$ cat src/hdl/pcgdm_pkg.sv
// Package for the PCG32 dropout mask engine: widths, register indexes,
// generator constants and the 64-bit multiply by the PCG multiplier.
// Depends on nothing; used by pcg32_dropout_mask.
package pcgdm_pkg;

  localparam int VALUE_WIDTH = 16;

  localparam int IN_TDATA_W  = ((VALUE_WIDTH + 7) / 8) * 8;
  localparam int OUT_TDATA_W = ((VALUE_WIDTH + 32 + 7) / 8) * 8;
  localparam int PROD_W      = VALUE_WIDTH + 17;
  localparam int SHIFT_W     = PROD_W - 12;

  localparam int CFG_ADDR_W = 2;
  localparam int CFG_DATA_W = 64;

  localparam logic [CFG_ADDR_W-1:0] CFG_SEED      = 2'd0;
  localparam logic [CFG_ADDR_W-1:0] CFG_STREAM    = 2'd1;
  localparam logic [CFG_ADDR_W-1:0] CFG_THRESHOLD = 2'd2;
  localparam logic [CFG_ADDR_W-1:0] CFG_SCALE     = 2'd3;

  localparam logic [63:0] PCG_MULT     = 64'd6364136223846793005;
  localparam logic [31:0] PCG_MULT_LO  = PCG_MULT[31:0];
  localparam logic [31:0] PCG_MULT_HI  = PCG_MULT[63:32];
  localparam logic [63:0] RESET_SEED   = 64'h853c49e6748fea9b;
  localparam logic [62:0] RESET_STREAM = 63'h5a3e39cb94b95bdb;
  localparam logic [15:0] RESET_THRESH = 16'hFFFF;
  localparam logic [15:0] RESET_SCALE  = 16'd4096;

  // Low 64 bits of a times the PCG multiplier, built from 32-bit partial products.
  function automatic logic [63:0] mul_pcg(input logic [63:0] a);
    logic [63:0] lo;
    logic [31:0] cross_a;
    logic [31:0] cross_b;
    lo      = {32'd0, a[31:0]} * {32'd0, PCG_MULT_LO};
    cross_a = a[63:32] * PCG_MULT_LO;
    cross_b = a[31:0] * PCG_MULT_HI;
    return lo + {cross_a + cross_b, 32'd0};
  endfunction

  // Generator state right after a reseed: clear, step, add seed, step.
  function automatic logic [63:0] reseed_state(input logic [63:0] seed,
                                               input logic [63:0] incr);
    logic [63:0] s;
    s = incr;
    s = s + seed;
    return mul_pcg(s) + incr;
  endfunction

  localparam logic [63:0] RESET_GEN_STATE = reseed_state(RESET_SEED, {RESET_STREAM, 1'b1});

endpackage

$ cat src/hdl/pcg32_dropout_mask.sv
// Dropout mask engine on a PCG32 XSH-RR generator with Q4.12 rescaling of kept values.
// An accepted input beat is registered in stage one, then in the output stage; throughput
// one beat per cycle unless the output is back-pressured. A write to seed or stream_select
// stalls input during the reseed recompute on the shared 64-bit generator multiplier.
// Reset (rst_n low, synchronous) loads the register reset values and a seeded generator.
// Depends on pcgdm_pkg.
module pcg32_dropout_mask (
  input  logic                                  clk,
  input  logic                                  rst_n,
  input  logic                                  cfg_we,
  input  logic [pcgdm_pkg::CFG_ADDR_W-1:0]      cfg_addr,
  input  logic [pcgdm_pkg::CFG_DATA_W-1:0]      cfg_wdata,
  input  logic                                  in_tvalid,
  output logic                                  in_tready,
  input  logic [pcgdm_pkg::IN_TDATA_W-1:0]      in_tdata,   // sample_value
  input  logic [0:0]                            in_tuser,   // restart
  output logic                                  out_tvalid,
  input  logic                                  out_tready,
  output logic [pcgdm_pkg::OUT_TDATA_W-1:0]     out_tdata,  // scaled_value, random_word
  output logic [0:0]                            out_tuser   // keep
);

  localparam int VW = pcgdm_pkg::VALUE_WIDTH;

  typedef enum logic [1:0] {PH_IDLE, PH_SUM, PH_MUL} phase_t;

  phase_t phase_r;
  logic [63:0] seed_r;
  logic [62:0] stream_r;
  logic [15:0] thresh_r;
  logic [15:0] scale_r;
  logic [63:0] gen_state_r;
  logic [63:0] reseed_r;
  logic [63:0] sum_r;

  logic          valid1_r;
  logic [63:0]   old1_r;
  logic [VW-1:0] sample1_r;

  logic          out_valid_r;
  logic          keep_r;
  logic [VW-1:0] scaled_r;
  logic [31:0]   word_r;

  logic [63:0] incr;
  logic [63:0] old_sel;
  logic [63:0] mul_in;
  logic [63:0] mul_out;
  logic        adv_out;
  logic        adv1;
  logic        in_accept;

  assign incr    = {stream_r, 1'b1};
  assign old_sel = in_tuser[0] ? reseed_r : gen_state_r;
  assign mul_in  = (phase_r == PH_MUL) ? sum_r : old_sel;
  assign mul_out = pcgdm_pkg::mul_pcg(mul_in) + incr;

  assign adv_out   = !out_valid_r || out_tready;
  assign adv1      = !valid1_r || adv_out;
  assign in_tready = (phase_r == PH_IDLE) && adv1;
  assign in_accept = in_tvalid && in_tready;

  always_ff @(posedge clk) begin
    if (!rst_n) begin
      seed_r   <= pcgdm_pkg::RESET_SEED;
      stream_r <= pcgdm_pkg::RESET_STREAM;
      thresh_r <= pcgdm_pkg::RESET_THRESH;
      scale_r  <= pcgdm_pkg::RESET_SCALE;
    end else if (cfg_we) begin
      case (cfg_addr)
        pcgdm_pkg::CFG_SEED:      seed_r   <= cfg_wdata;
        pcgdm_pkg::CFG_STREAM:    stream_r <= cfg_wdata[62:0];
        pcgdm_pkg::CFG_THRESHOLD: thresh_r <= cfg_wdata[15:0];
        pcgdm_pkg::CFG_SCALE:     scale_r  <= cfg_wdata[15:0];
        default: ;
      endcase
    end
  end

  // Reseed sequencer: recomputes the post-restart state after seed or stream writes.
  always_ff @(posedge clk) begin
    if (!rst_n) begin
      phase_r  <= PH_IDLE;
      reseed_r <= pcgdm_pkg::RESET_GEN_STATE;
    end else if (cfg_we && (cfg_addr == pcgdm_pkg::CFG_SEED ||
                            cfg_addr == pcgdm_pkg::CFG_STREAM)) begin
      phase_r <= PH_SUM;
    end else begin
      case (phase_r)
        PH_SUM: begin
          sum_r   <= seed_r + incr;
          phase_r <= PH_MUL;
        end
        PH_MUL: begin
          reseed_r <= mul_out;
          phase_r  <= PH_IDLE;
        end
        default: phase_r <= PH_IDLE;
      endcase
    end
  end

  always_ff @(posedge clk) begin
    if (!rst_n) begin
      gen_state_r <= pcgdm_pkg::RESET_GEN_STATE;
    end else if (in_accept) begin
      gen_state_r <= mul_out;
    end
  end

  always_ff @(posedge clk) begin
    if (!rst_n) begin
      valid1_r <= 1'b0;
    end else if (adv1) begin
      valid1_r <= in_accept;
    end
    if (in_accept) begin
      old1_r    <= old_sel;
      sample1_r <= in_tdata[VW-1:0];
    end
  end

  logic [63:0]                        mix;
  logic [31:0]                        xs;
  logic [4:0]                         rot;
  logic [63:0]                        xs2;
  logic [31:0]                        word;
  logic                               keep;
  logic signed [pcgdm_pkg::PROD_W-1:0]  prod;
  logic signed [pcgdm_pkg::SHIFT_W-1:0] shifted;
  logic [pcgdm_pkg::SHIFT_W-VW:0]       top;
  logic [VW-1:0]                      sat;

  assign mix     = old1_r ^ (old1_r >> 18);
  assign xs      = mix[58:27];
  assign rot     = old1_r[63:59];
  assign xs2     = {xs, xs} >> rot;
  assign word    = xs2[31:0];
  assign keep    = word[15:0] < thresh_r;
  assign prod    = $signed(sample1_r) * $signed({1'b0, scale_r});
  assign shifted = prod[pcgdm_pkg::PROD_W-1:12];
  assign top     = shifted[pcgdm_pkg::SHIFT_W-1:VW-1];

  always_comb begin
    if (&top || ~|top) begin
      sat = shifted[VW-1:0];
    end else begin
      sat = {shifted[pcgdm_pkg::SHIFT_W-1], {(VW-1){~shifted[pcgdm_pkg::SHIFT_W-1]}}};
    end
  end

  always_ff @(posedge clk) begin
    if (!rst_n) begin
      out_valid_r <= 1'b0;
    end else if (adv_out) begin
      out_valid_r <= valid1_r;
    end
    if (adv_out && valid1_r) begin
      keep_r   <= keep;
      scaled_r <= keep ? sat : '0;
      word_r   <= word;
    end
  end

  assign out_tvalid  = out_valid_r;
  assign out_tdata   = pcgdm_pkg::OUT_TDATA_W'({word_r, scaled_r});
  assign out_tuser   = keep_r;

  a_cfg_stall: assert property (@(posedge clk) disable iff (!rst_n)
    cfg_we && (cfg_addr == pcgdm_pkg::CFG_SEED || cfg_addr == pcgdm_pkg::CFG_STREAM)
    |=> !in_tready ##1 !in_tready)
    else $error("input not stalled during reseed recompute");

  a_gen_hold: assert property (@(posedge clk) disable iff (!rst_n)
    !in_accept |=> $stable(gen_state_r))
    else $error("generator advanced without an accepted beat");

  a_stage_fill: assert property (@(posedge clk) disable iff (!rst_n)
    in_accept |=> valid1_r)
    else $error("accepted beat lost before output stage");

  a_drop_zero: assert property (@(posedge clk) disable iff (!rst_n)
    out_tvalid && !out_tuser[0] |-> scaled_r == '0)
    else $error("dropped element carries nonzero value");

endmodule
$ cat config.mk
export PLATFORM = sky130hd
export DESIGN_NAME = pcg32_dropout_mask
export DESIGN_NICKNAME = d
export VERILOG_FILES = /design/src/hdl/pcgdm_pkg.sv /design/src/hdl/pcg32_dropout_mask.sv
export SDC_FILE = /design/constraint.sdc
export NUM_CORES = 2
export LEC_CHECK = 0
export CAP_MARGIN = 20
export CORE_UTILIZATION = 50
export DETAILED_ROUTE_END_ITERATION = 8
export DONT_BUFFER_PORTS = 1
export SLEW_MARGIN = 40
export SYNTH_ARGS = -nofsm -noshare
export SYNTH_HDL_FRONTEND = slang
export SYNTH_SLANG_ARGS = --single-unit
$ cat constraint.sdc
create_clock -name clk -period 33.5 [get_ports clk]
set_input_delay 3.35 -clock clk [delete_from_list [all_inputs] [get_ports clk]]
set_output_delay 3.35 -clock clk [all_outputs]
set_load 0.05 [all_outputs]
==> results.sh <==
export IMPL_status="complete, no violations"
export IMPL_insertion_delay_ns=0.62
export IMPL_cts_sinks=457
export IMPL_grt_max_degree=300
export IMPL_maxSlewHeadroom_pct=34.3
export IMPL_critical_path_top_delay_family="adder cells"
export IMPL_finalSetupViolations=0
export IMPL_cts_hold_buf=0
export IMPL_fin_crit_ns=15.73
export IMPL_synth_edf_count=166
export IMPL_syn_area_sq_um=70300
export IMPL_final_common_cell="inv_1"
export IMPL_hp_start="gen_state_r[53]"
export IMPL_holdPathStages=2
export IMPL_cts_buffer_depth=3
export IMPL_antenna_found_initial=3
export IMPL_cts_clk_slew_worst_paths_ns=0.07
export IMPL_place_hpwl_um=206000
export IMPL_finalMaxSlewViolations=0
export IMPL_drive_above_1_share_pct=3.46
export IMPL_hold_viol=0
export IMPL_layout_common_cells="inv_1 (1849), fa_1 (1156), ha_1 (999)"
export IMPL_wirelength_um=240000
export IMPL_grt_pass1_wl_um=353000
export IMPL_core_sq_um=140000
export IMPL_dieArea_sq_um=142000
export IMPL_crit_fanout=64
export IMPL_crit_top_cell="fa_1"
export IMPL_critPathArrivalTime_ns=16.20
export IMPL_synth_sequential_area_ratio_pct=15.4
export IMPL_syn_nets=9614
export IMPL_start_util_pct=50.4
export IMPL_r2r_end="gen_state_r[56]"
export IMPL_first_pass_iters=6
export IMPL_rrSetupSlack_ns=19.12
export IMPL_area_growth_pct=5.45
export IMPL_synth_cells=7370
export IMPL_die_y_um=377
export IMPL_first_global_vias=52100
export IMPL_cts_buffers=46
export IMPL_gp_congestion=1.10
export IMPL_avgViaCountPerCell=5.49
export IMPL_max_stage_delay_ns=0.64
export IMPL_rows=137
export IMPL_max_freq_mhz=63.6
export IMPL_clock_skew_ns=0.0355
export IMPL_clockRootBuffer="clkbuf_16"
export IMPL_layout_nets=9520
export IMPL_grt_usage_pct=34.4
export IMPL_port_buffers=0
export IMPL_crit_path_end_kind="flop"
export IMPL_syn_avg_cell_area_sq_um=9.53
export IMPL_r2r_cells=43
export IMPL_ant_nets=0
export IMPL_rsz0062_at_grt="no"
export IMPL_die_w_um=377
export IMPL_wl_per_cell_um=26.1
export IMPL_crit_required_ns=33.97
export IMPL_finalSetupTns_ns=0
export IMPL_critical_path_buf_inv_count=6
export IMPL_min_to="gen_state_r[53]"
export IMPL_synthFlopType="dfxtp_1"
export IMPL_initialDrtViolationCount=4160
export IMPL_io_pins=139
export IMPL_cp_start_kind="input pin"
export IMPL_cts_resized_gates=0
export IMPL_drv_cap=0
export IMPL_vias=50500
export IMPL_overflow=0
export IMPL_min_path_type="flop to flop"
export IMPL_finalCritPeriodShare_pct=46.9
export IMPL_yosys_warnings=0
export IMPL_drc=0
export IMPL_r2r_start="phase_r[1]"
export IMPL_htreeDepth=2
export IMPL_worst_pin_slew_ns=0.978
export IMPL_worstSetupPathType="input pin to flop"
export IMPL_ys_types=75
export IMPL_cts_tree="yes"
export IMPL_cts_setup_buffers=0
export IMPL_synth_seq_cells=457
export IMPL_crit_slowest_cell="ha_1"
export IMPL_synthArstFlopShare_pct=0
## synth_stat cells, types with 4 or more instances
master        n  area share (%)
o22ai_1       4           0.036
ha_1       1000              18
o211ai_1     80            0.85
xnor2_1     179             2.2
o21bai_1     32            0.34
mux4_2        7            0.22
o211a_1       4           0.057
nand3_1     117            0.83
a2111oi_0     4           0.050
nor3_1       18            0.13
a211o_1       7           0.087
dfxtp_1     291             8.3
a21oi_1     255             1.8
inv_1      1849             9.9
o21ai_0     190             1.4
or3_1         7           0.062
fa_1       1156              33
a221oi_1      7           0.087
nand2b_1     53            0.47
a221o_1       5           0.071
mux2_2       58            0.93
nor2b_1      33            0.29
o21a_1       25            0.27
and4_1       16            0.20
a21boi_0    109             1.2
edfxtp_1    166             7.1
mux2i_1     102             1.5
o31a_1        4           0.050
nand4_1      32            0.28
nand2_1     752             4.0
a211oi_1     15            0.16
xor2_1       70            0.87
and2_1      133             1.2
a31oi_1      16            0.14
nor4_1        4           0.036
buf_1        18           0.096
a21o_1       97             1.0
and3_1       22            0.20
nor4b_1       4           0.050
nor2_1      175            0.93
buf_2         4           0.028
or2_2         5           0.045
o31ai_1       8           0.085
clkbuf_1    186            0.99
## layer usage
layer	routed length, um	global-route usage, %	up-vias
li1	-	-	22800
met1	102000	47.1	25400
met2	106000	53.7	1887
met3	18400	6.42	397
met4	12600	14.1	0
met5	0	0	-
## state kept, by name, indices dropped and copies added (netlist names)
register / cells
gen_state_r: 64
old1_r: 37
out_tuser: 1
out_tvalid: 1
phase_r: 2
reseed_r: 64
sample1_r: 16
scale_r: 16
scaled_r: 16
seed_r: 64
stream_r: 63
sum_r: 64
thresh_r: 16
valid1_r: 1
word_r: 32
## logic make-up (layout without fill, tap and decap cells)
family / after synthesis / after routing / synth area share, %
other cells: 0 / 4 / 0
simple gates: 1378 / 1378 / 8.82
xor+xnor: 252 / 252 / 3.20
compound gates: 898 / 898 / 8.20
fa+ha+maj: 2156 / 2156 / 50.7
flops: 457 / 457 / 15.4
buf+inv: 2062 / 2004 / 11.0
mux: 167 / 167 / 2.61
## final cells by class
| cell class | count | area (sq um) |
|---|---|---|
| flip-flops and latches | 457 | 10800 |
| clock buffers | 58 | 1290 |
| diodes | 4 | 10.0 |
| fillers | 13100 | 65400 |
| repair buffers | 68 | 562 |
| well taps | 1876 | 2350 |
| clock inverters | 26 | 302 |
| inverters | 1852 | 6950 |
| multi-input cells | 4851 | 51800 |
## how the worst max path moves through the flow
stage,start,endpoint,slack (ns),cells past startpoint
floorplan,in_tuser,reseed_r[58],17.33,50
global placement,in_tuser,reseed_r[56],17.29,42
detailed placement,in_tuser,gen_state_r[56],17.23,42
CTS,in_tuser,gen_state_r[56],17.84,42
global route,in_tuser,gen_state_r[56],17.03,42
finish,in_tuser,gen_state_r[56],17.77,42
## stage by stage
step / std cells / instance area, sq um / utilization [%] / hold slack (ns) / worst slack, ns
after floorplan: 7370 / 70300 / - / 0.431 / 17.33
after detailed placement: 9102 / 72400 / 51.9 / 0.450 / 17.23
after CTS: 9186 / 74000 / 53.1 / 0.460 / 17.84
final: 9192 / 74100 / 53.1 / 0.459 / 17.77
after global routing: 9188 / 74100 / 53.1 / 0.482 / 17.03
after global placement: 9101 / 72400 / 51.9 / 0.443 / 17.29
## worst register-to-register path: cells and delay by family, from the launching register on
kind,cells,cell delay (ns)
fa+ha+maj,17,7.25
compound gates,12,3.51
buf+inv,7,1.37
simple gates,6,1.34
flops,1,0.47
xor+xnor,1,0.32
Power is not shown: default switching activity piles up to over one toggle a cycle in this logic, so the estimate is an artifact.
